File: config.mk
export PLATFORM = sky130hd
export DESIGN_NAME = keyed_entry_table_unit
export DESIGN_NICKNAME = d
export VERILOG_FILES = /design/src/ket_pkg.sv /design/src/keyed_entry_table_unit.sv /design/src/ket_ram.sv /design/src/ket_ctrl.sv /design/src/ket_datapath.sv
export SDC_FILE = /design/constraint.sdc
export NUM_CORES = 2
export LEC_CHECK = 0
export BUFFER_PORTS_ARGS = -buffer_cell sky130_fd_sc_hd__buf_2
export CAP_MARGIN = 20
export CORE_UTILIZATION = 61
export DETAILED_ROUTE_END_ITERATION = 8
export PLACE_DENSITY = 0.76
export SKIP_CTS_REPAIR_TIMING = 1
export SLEW_MARGIN = 20
export SYNTH_ARGS = -nofsm -noshare
export SYNTH_HDL_FRONTEND = slang
export SYNTH_HIERARCHICAL = 1
export SYNTH_SLANG_ARGS = --single-unit
File: constraint.sdc
create_clock -name clk -period 20.1 [get_ports clk]
set_clock_uncertainty 0.2 [all_clocks]
set_input_delay 4.02 -clock clk [delete_from_list [all_inputs] [get_ports clk]]
set_output_delay 4.02 -clock clk [all_outputs]
set_load 0.03 [all_outputs]
File: src/ket_pkg.sv
package ket_pkg;

  localparam int DEPTH_DEFAULT = 16;
  localparam int KEY_W         = 32;
  localparam int PAYLOAD_W     = 64;
  localparam int CAP_W         = 5;
  localparam int COUNT_OUT_W   = 5;
  localparam int STATUS_W      = 3;
  localparam int CMD_W         = 2;
  localparam int WORD_W        = KEY_W + PAYLOAD_W;
  localparam int IN_DATA_W     = 2 * KEY_W + PAYLOAD_W;
  localparam int OUT_DATA_W    = STATUS_W + KEY_W + PAYLOAD_W + COUNT_OUT_W;
  localparam logic [CAP_W-1:0] CAP_RESET = CAP_W'(16);

  typedef enum logic [CMD_W-1:0] {
    CMD_ADD    = 2'd0,
    CMD_DELETE = 2'd1,
    CMD_UPDATE = 2'd2,
    CMD_GET    = 2'd3
  } cmd_t;

  typedef enum logic [STATUS_W-1:0] {
    ST_OK        = 3'd0,
    ST_FULL      = 3'd1,
    ST_DUP       = 3'd2,
    ST_NOT_FOUND = 3'd3,
    ST_CONFLICT  = 3'd4
  } status_t;

  typedef enum logic [2:0] {
    S_IDLE,
    S_SCAN_RD,
    S_SCAN_CMP,
    S_SHIFT_RD,
    S_SHIFT_WR,
    S_FINISH
  } state_t;

  // controller to datapath
  typedef struct packed {
    logic load_item;
    logic scan_cmp;
    logic shift_start;
    logic rd_next;
    logic shift_wr;
    logic commit;
  } ctrl_t;

  // datapath to controller
  typedef struct packed {
    cmd_t op;
    logic full;
    logic scan_end;
    logic match_found;
    logic shift_end;
    logic out_free;
  } dp_sts_t;

endpackage

File: src/keyed_entry_table_unit.sv
// Keyed entry table: up to TABLE_DEPTH entries of a 32-bit key and a 64-bit
// payload, kept in insertion order, driven by add, delete, update and get.
// Slave channel: one command per transaction, the opcode on s_tuser, the key,
// replacement key and payload on s_tdata. Master channel: one result per
// command with status, the entry found by get (zero otherwise) and the entry
// count after the command.
// The search reads the entries in turn through the single read port of the
// entry RAM, with a read state and a compare state per entry; delete then
// moves the later entries down, again with a read and a write state per
// entry. An add to a full table ends the search at once. The next command
// can be taken in the cycle after the result is loaded.
// The capacity register may be written on any cycle the block is idle.
// Reset empties the table and sets the capacity to sixteen; no clearing pass.
// The result sits in an output register: a stalled receiver holds it, the
// next command is still taken and searched, and the block waits to load its
// result until the previous one has gone.
module keyed_entry_table_unit #(
  parameter int TABLE_DEPTH = ket_pkg::DEPTH_DEFAULT
) (
  input  logic                           clk,
  input  logic                           rst,
  input  logic                           s_tvalid,
  output logic                           s_tready,
  input  logic [ket_pkg::IN_DATA_W-1:0]  s_tdata,   // key, new_key, payload
  input  logic [ket_pkg::CMD_W-1:0]      s_tuser,   // cmd
  output logic                           m_tvalid,
  input  logic                           m_tready,
  output logic [ket_pkg::OUT_DATA_W-1:0] m_tdata,   // status, found_key,
                                                    // found_payload, entry_count
  input  logic                           cfg_wr_en,
  input  logic [ket_pkg::CAP_W-1:0]      cfg_wr_data
);

  import ket_pkg::*;

  ctrl_t   ctrl;
  dp_sts_t sts;

  ket_ctrl u_ctrl (
    .clk     (clk),
    .rst     (rst),
    .s_tvalid(s_tvalid),
    .s_tready(s_tready),
    .sts     (sts),
    .ctrl    (ctrl)
  );

  ket_datapath #(
    .TABLE_DEPTH(TABLE_DEPTH)
  ) u_datapath (
    .clk        (clk),
    .rst        (rst),
    .s_tdata    (s_tdata),
    .s_tuser    (s_tuser),
    .m_tvalid   (m_tvalid),
    .m_tready   (m_tready),
    .m_tdata    (m_tdata),
    .cfg_wr_en  (cfg_wr_en),
    .cfg_wr_data(cfg_wr_data),
    .ctrl       (ctrl),
    .sts        (sts)
  );

  // a result never overwrites one that is still waiting
  a_commit_free: assert property (@(posedge clk) disable iff (rst)
    ctrl.commit |-> (!m_tvalid || m_tready))
    else $error("result loaded over a pending result");

  // one command at a time
  a_single_item: assert property (@(posedge clk) disable iff (rst)
    (s_tvalid && s_tready) |=> !s_tready)
    else $error("second command taken while busy");

  // every shift write follows a read of the next entry
  a_shift_order: assert property (@(posedge clk) disable iff (rst)
    ctrl.shift_wr |-> $past(ctrl.rd_next))
    else $error("shift write without preceding read");

  // a loaded result shows up on the master side
  a_commit_valid: assert property (@(posedge clk) disable iff (rst)
    ctrl.commit |=> m_tvalid)
    else $error("committed result not presented");

endmodule

File: src/ket_ram.sv
module ket_ram #(
  parameter int WIDTH = 8,
  parameter int DEPTH = 16
) (
  input  logic                     clk,
  input  logic                     we,
  input  logic [$clog2(DEPTH)-1:0] waddr,
  input  logic [WIDTH-1:0]         wdata,
  input  logic [$clog2(DEPTH)-1:0] raddr,
  output logic [WIDTH-1:0]         rdata
);

  logic [WIDTH-1:0] mem [DEPTH];

  always_ff @(posedge clk) begin
    if (we) begin
      mem[waddr] <= wdata;
    end
    rdata <= mem[raddr];
  end

endmodule

File: src/ket_ctrl.sv
module ket_ctrl (
  input  logic             clk,
  input  logic             rst,
  input  logic             s_tvalid,
  output logic             s_tready,
  input  ket_pkg::dp_sts_t sts,
  output ket_pkg::ctrl_t   ctrl
);

  import ket_pkg::*;

  state_t state;
  state_t state_next;
  logic   scan_done;
  logic   go_shift;

  // search ends at the table end, on a first hit (update scans everything
  // for conflicts), or right away when an add finds the table full
  assign scan_done = sts.scan_end ||
                     (sts.op != CMD_UPDATE && sts.match_found) ||
                     (sts.op == CMD_ADD && sts.full);
  assign go_shift  = sts.op == CMD_DELETE && sts.match_found;

  always_ff @(posedge clk) begin
    if (rst) begin
      state <= S_IDLE;
    end else begin
      state <= state_next;
    end
  end

  always_comb begin
    state_next = state;
    unique case (state)
      S_IDLE: begin
        if (s_tvalid) begin
          state_next = S_SCAN_RD;
        end
      end
      S_SCAN_RD: begin
        if (scan_done) begin
          state_next = go_shift ? S_SHIFT_RD : S_FINISH;
        end else begin
          state_next = S_SCAN_CMP;
        end
      end
      S_SCAN_CMP: state_next = S_SCAN_RD;
      S_SHIFT_RD: begin
        state_next = sts.shift_end ? S_FINISH : S_SHIFT_WR;
      end
      S_SHIFT_WR: state_next = S_SHIFT_RD;
      S_FINISH: begin
        if (sts.out_free) begin
          state_next = S_IDLE;
        end
      end
      default: state_next = S_IDLE;
    endcase
  end

  always_comb begin
    ctrl     = '0;
    s_tready = 1'b0;
    unique case (state)
      S_IDLE: begin
        s_tready       = 1'b1;
        ctrl.load_item = s_tvalid;
      end
      S_SCAN_RD:  ctrl.shift_start = scan_done && go_shift;
      S_SCAN_CMP: ctrl.scan_cmp = 1'b1;
      S_SHIFT_RD: ctrl.rd_next = 1'b1;
      S_SHIFT_WR: ctrl.shift_wr = 1'b1;
      S_FINISH:   ctrl.commit = sts.out_free;
      default: begin
        ctrl     = '0;
        s_tready = 1'b0;
      end
    endcase
  end

endmodule

File: src/ket_datapath.sv
module ket_datapath #(
  parameter int TABLE_DEPTH = ket_pkg::DEPTH_DEFAULT
) (
  input  logic                             clk,
  input  logic                             rst,
  input  logic [ket_pkg::IN_DATA_W-1:0]    s_tdata,
  input  logic [ket_pkg::CMD_W-1:0]        s_tuser,
  output logic                             m_tvalid,
  input  logic                             m_tready,
  output logic [ket_pkg::OUT_DATA_W-1:0]   m_tdata,
  input  logic                             cfg_wr_en,
  input  logic [ket_pkg::CAP_W-1:0]        cfg_wr_data,
  input  ket_pkg::ctrl_t                   ctrl,
  output ket_pkg::dp_sts_t                 sts
);

  import ket_pkg::*;

  localparam int AW = $clog2(TABLE_DEPTH);
  localparam int CW = $clog2(TABLE_DEPTH + 1);
  localparam int MW = (CW > CAP_W) ? CW : CAP_W;

  cmd_t                 op;
  logic [KEY_W-1:0]     item_key;
  logic [KEY_W-1:0]     item_new_key;
  logic [PAYLOAD_W-1:0] item_payload;
  logic [CW-1:0]        idx;
  logic [CW:0]          idx_inc;
  logic [AW-1:0]        pos;
  logic                 match_found;
  logic                 conflict;
  logic [WORD_W-1:0]    found_word;
  logic [CW-1:0]        count;
  logic [CW-1:0]        count_next;
  logic [CAP_W-1:0]     capacity;

  logic [MW-1:0]        cap_ext;
  logic [MW-1:0]        eff_cap;
  logic                 full;

  logic [WORD_W-1:0]    rd_data;
  logic [KEY_W-1:0]     rd_key;
  logic [AW-1:0]        raddr;
  logic                 ram_we;
  logic [AW-1:0]        ram_waddr;
  logic [WORD_W-1:0]    ram_wdata;

  status_t              res_status_next;
  logic                 commit_wr;
  logic [AW-1:0]        commit_addr;
  logic [WORD_W-1:0]    commit_data;
  logic                 get_hit;

  status_t              res_status;
  logic [KEY_W-1:0]     res_key;
  logic [PAYLOAD_W-1:0] res_payload;
  logic [COUNT_OUT_W-1:0] res_count;

  assign idx_inc = {1'b0, idx} + (CW+1)'(1);
  assign rd_key  = rd_data[KEY_W-1:0];

  assign cap_ext = MW'(capacity);
  assign eff_cap = (cap_ext > MW'(TABLE_DEPTH)) ? MW'(TABLE_DEPTH) : cap_ext;
  assign full    = MW'(count) >= eff_cap;

  assign sts.op          = op;
  assign sts.full        = full;
  assign sts.scan_end    = idx >= count;
  assign sts.match_found = match_found;
  assign sts.shift_end   = idx_inc >= {1'b0, count};
  assign sts.out_free    = !m_tvalid || m_tready;

  assign raddr = ctrl.rd_next ? idx_inc[AW-1:0] : idx[AW-1:0];

  // result of the command, settled once the search and any shift are over
  always_comb begin
    res_status_next = ST_OK;
    commit_wr       = 1'b0;
    commit_addr     = idx[AW-1:0];
    commit_data     = {item_payload, item_key};
    count_next      = count;
    get_hit         = 1'b0;
    unique case (op)
      CMD_ADD: begin
        if (full) begin
          res_status_next = ST_FULL;
        end else if (match_found) begin
          res_status_next = ST_DUP;
        end else begin
          commit_wr   = 1'b1;
          commit_addr = count[AW-1:0];
          count_next  = count + CW'(1);
        end
      end
      CMD_DELETE: begin
        if (!match_found) begin
          res_status_next = ST_NOT_FOUND;
        end else begin
          count_next = count - CW'(1);
        end
      end
      CMD_UPDATE: begin
        if (conflict) begin
          res_status_next = ST_CONFLICT;
        end else if (!match_found) begin
          res_status_next = ST_NOT_FOUND;
        end else begin
          commit_wr   = 1'b1;
          commit_addr = pos;
          commit_data = {item_payload, item_new_key};
        end
      end
      CMD_GET: begin
        if (!match_found) begin
          res_status_next = ST_NOT_FOUND;
        end else begin
          get_hit = 1'b1;
        end
      end
      default: res_status_next = ST_OK;
    endcase
  end

  assign ram_we    = ctrl.shift_wr || (ctrl.commit && commit_wr);
  assign ram_waddr = ctrl.shift_wr ? idx[AW-1:0] : commit_addr;
  assign ram_wdata = ctrl.shift_wr ? rd_data : commit_data;

  ket_ram #(
    .WIDTH(WORD_W),
    .DEPTH(TABLE_DEPTH)
  ) u_entries (
    .clk  (clk),
    .we   (ram_we),
    .waddr(ram_waddr),
    .wdata(ram_wdata),
    .raddr(raddr),
    .rdata(rd_data)
  );

  always_ff @(posedge clk) begin
    if (rst) begin
      count    <= '0;
      capacity <= CAP_RESET;
      m_tvalid <= 1'b0;
    end else begin
      if (cfg_wr_en) begin
        capacity <= cfg_wr_data;
      end
      if (ctrl.commit) begin
        count    <= count_next;
        m_tvalid <= 1'b1;
      end else if (m_tready) begin
        m_tvalid <= 1'b0;
      end
    end
  end

  always_ff @(posedge clk) begin
    if (ctrl.load_item) begin
      op           <= cmd_t'(s_tuser);
      item_key     <= s_tdata[KEY_W-1:0];
      item_new_key <= s_tdata[2*KEY_W-1:KEY_W];
      item_payload <= s_tdata[IN_DATA_W-1:2*KEY_W];
      idx          <= '0;
      match_found  <= 1'b0;
      conflict     <= 1'b0;
    end else if (ctrl.scan_cmp) begin
      // keep only the first hit
      if (!match_found && rd_key == item_key) begin
        match_found <= 1'b1;
        pos         <= idx[AW-1:0];
        found_word  <= rd_data;
      end
      if (op == CMD_UPDATE && rd_key == item_new_key && rd_key != item_key) begin
        conflict <= 1'b1;
      end
      idx <= idx + CW'(1);
    end else if (ctrl.shift_start) begin
      idx <= CW'(pos);
    end else if (ctrl.shift_wr) begin
      idx <= idx + CW'(1);
    end
  end

  always_ff @(posedge clk) begin
    if (ctrl.commit) begin
      res_status  <= res_status_next;
      res_key     <= get_hit ? found_word[KEY_W-1:0] : '0;
      res_payload <= get_hit ? found_word[WORD_W-1:KEY_W] : '0;
      res_count   <= COUNT_OUT_W'(count_next);
    end
  end

  assign m_tdata = {res_count, res_payload, res_key, res_status};

endmodule
==> flow_summary.yaml <==
timing:
  rsz0062_at_grt: "false"
  tns_ns: 0
  max-slew-margin-rel_pct: 24.09
  max_freq_mhz: 130.4
  layout_setup_ws_ns: 12.43
  period_share_pct: 38.16
  setup_viol: 0
  slew_viol_final: 0
  worst_pin_slew_ns: 1.139
  finalWorstPathRequiredPeriod_ns: 7.670
  hold_violations: 0
grt:
  grt_use_met2_pct: 43.82
  grt_start_max_net_pins: 158
  antenna_found_initial: 2
  grt_overflow: 0
  grt_usage_pct: 27.22
  met1_usage_pct: 39.18
  grt_pass1_vias: 36250
  use_met3_pct: 4.003
  grt_pass1_wl_um: 240500
  busiest_layer: "met2"
power:
  clkPwrFrac_pct: 32.7
  power_frac_comb_pct: 17.8
  leakage_nw: 26.70
  p_seq_share_pct: 49.5
  finalPower_mw: 10.86
  switching_share_pct: 26.74
  power.internal_mw: 7.955
  p_sw_mw: 2.903
  powerDensity_mw_per_mm2: 130.0
  peakVddDrop_mv: 0.09514
drt:
  drc: 0
  num_vias: 35630
  wl_per_cell_um: 29.78
  drt_wl_total_um: 164600
  vias_per_cell: 6.447
  dr.pass1.iters: 5
  drt_iter0_markers: 4501
  final_antenna_net_count: 0
synth:
  synth_nets: 3563
  synth.avg_cell_area_um2: 21.74
  ys_warn_count: 6
  seq_area_frac_synth_pct: 79.02
  synthCells: 3405
  synth_seq_cells: 1987
  synth_cell_types: 60
  synth-async-reset-ratio_pct: 0
  ys.flop_type: "edfxtp_1"
  synth-edff-count: 1870
  syn_area_mm2: 0.07403
critical_path:
  crit_arrival_ns: 7.88
  required_ns: 20.31
  worstPathCellList: "buf_2 > nand2b_1 > and4b_4 > o21ai_0 > nand2b_1 > nand3_1 > nor2_4 > buf_4 > buf_4"
  worst_path_largest_cell_delay_ns: 0.81
  end_kind: "flip-flop"
  cpMaxStageDelayCell: "buf_4"
  worst-setup-path-type: "in -> reg"
  crit_family: "simple AND/OR/NAND/NOR gates"
  crit_path_max_fanout: 45
  path_buf_inv: 3
  startpoint_type: "input port"
placement:
  dp_cells: 5174
  pre_cts_slack_ns: 11.70
  gp_congestion: 0.8183
  port-buffer-count: 245
  place_hpwl_um: 88090
run:
  maxCapViolations: 0
floorplan:
  core_area_mm2: 0.1201
  die_area_mm2: 0.1228
  row_count: 127
  die_w_um: 350.4
  start_util_pct: 61.62
  chipHeight_um: 350.4
  ios: 246
final_layout:
  regArea_mm2: 0.05850
  drive_above_1_share_pct: 28.35
  nNetsFinal: 3910
  diodes: 0
  multi_input_area_mm2: 0.01477
  final_common_cell: "edfxtp_1"
  final_cell_mix: "edfxtp_1, mux4_2, buf_2"
  syn_to_final_growth_pct: 12.79
  final_cells: 5527
  fillers: 6973
cts:
  cts_buffer_depth: 3
  clk_latency_ns: 0.81
  htree_levels: 4
  clkSlewWorstSetupHoldPaths_ns: 0.06
  numCtsBuffers: 188
  cts_tree: "done"
  root_buffer: "clkbuf_16"
  cts.sinks: 1987
run_status:
  status: "finished clean"
worst_hold_path:
  hold_path_class: "reg -> reg"
## cell type report
class / instances / area share, %
clock buffers: 252 / 6.252
well taps: 1612 / 2.416
flip-flops and latches: 1987 / 70.06
repair buffers: 331 / 2.321
inverters: 12 / 0.05395
clock inverters: 101 / 1.211
multi-input cells: 1232 / 17.69
## cell families (layout without fill, tap and decap cells)
group / after synthesis / after routing / share of synthesized area [%]
compound gates: 288 / 288 / 2.762
fa+ha+maj: 18 / 18 / 0.3042
xor+xnor: 76 / 76 / 0.8992
flops: 1987 / 1987 / 79.02
mux: 488 / 488 / 13.20
simple gates: 362 / 362 / 2.480
buf+inv: 186 / 696 / 1.335
## cell usage after synthesis, drive strengths merged, types with 2 or more instances
master	n	area (um2)
clkbuf	80	300.3
nand3b	2	15.01
and2	99	619.3
mux2i	38	380.4
dfxtp	117	2342
a22oi	195	1464
mux4	384	8648
nand4b	2	17.52
nand4	5	31.28
o22ai	3	18.77
mux2	66	743.2
and3b	3	27.53
nor2	34	130.1
nand2b	9	56.30
inv	12	45.04
a21oi	17	92.59
nor4	15	93.84
o211ai	2	15.01
xor2	62	543.0
a21o	9	68.82
and3	3	18.77
edfxtp	1870	56150
or3b	2	17.52
or3	2	12.51
o21ai	42	214.0
nand3	4	20.02
a211oi	3	22.52
a22o	3	26.28
xnor2	14	122.6
a31oi	4	25.02
nor2b	11	71.32
nand2	148	555.5
nor3b	4	35.03
ha	18	225.2
o31ai	3	27.52
buf	94	643.1
nor3	15	75.07
## worst paths after layout
path                                                      from                               end  slack, ns  cells past startpoint
worst max-delay path                                  m_tready  u_datapath/u_entries/mem[15][50]      12.43                      9
worst max register to register                 u_ctrl/state[2]  u_datapath/u_entries/mem[15][50]      14.24                      8
worst min-delay path            u_datapath/u_entries/rdata[52]         u_datapath/found_word[52]       0.22                      0
worst min register to register  u_datapath/u_entries/rdata[52]         u_datapath/found_word[52]       0.22                      0
## power by group through the flow
stage,clock [mW],combinational [mW],sequential (mW)
after floorplan,0,1.32,5.41
after global placement,0,1.88,5.45
after detailed placement,0,1.93,5.45
after CTS,3.59,1.95,5.37
after global routing,3.74,2.06,5.39
final,3.55,1.94,5.37
## layer usage
metal	part of all wire, %	wire, um
met5	0	0
met2	49	81360
met4	2.6	4249
met3	8.7	14360
met1	39	64630
## state kept, by name, summed over array words and instances, names as in the netlist, 4 cells and up
| register | cells |
|---|---|
| u_datapath/u_entries/mem | 1536 |
| u_datapath/found_word | 96 |
| u_datapath/u_entries/rdata | 96 |
| u_datapath/item_payload | 64 |
| u_datapath/res_payload | 64 |
| u_datapath/item_key | 32 |
| u_datapath/item_new_key | 32 |
| u_datapath/res_key | 32 |
| u_datapath/cap_ext | 5 |
| u_datapath/count | 5 |
| u_datapath/idx | 5 |
| u_datapath/res_count | 5 |
| u_datapath/pos | 4 |
## per-stage QoR
| step | hold WS [ns] | util, % | area [um2] |
|---|---|---|---|
| 6_report | 0.2209 | 69.51 | 83500 |
| 5_1_grt | 0.2306 | 69.51 | 83500 |
| 4_1_cts | 0.2131 | 69.48 | 83470 |
| 3_5_place_dp | 0.2113 | 64.29 | 77240 |
| 3_3_place_gp | 0.2053 | 64.29 | 77240 |
| 2_1_floorplan | 0.2027 | - | 74030 |
(Power assumes the default switching activity.)
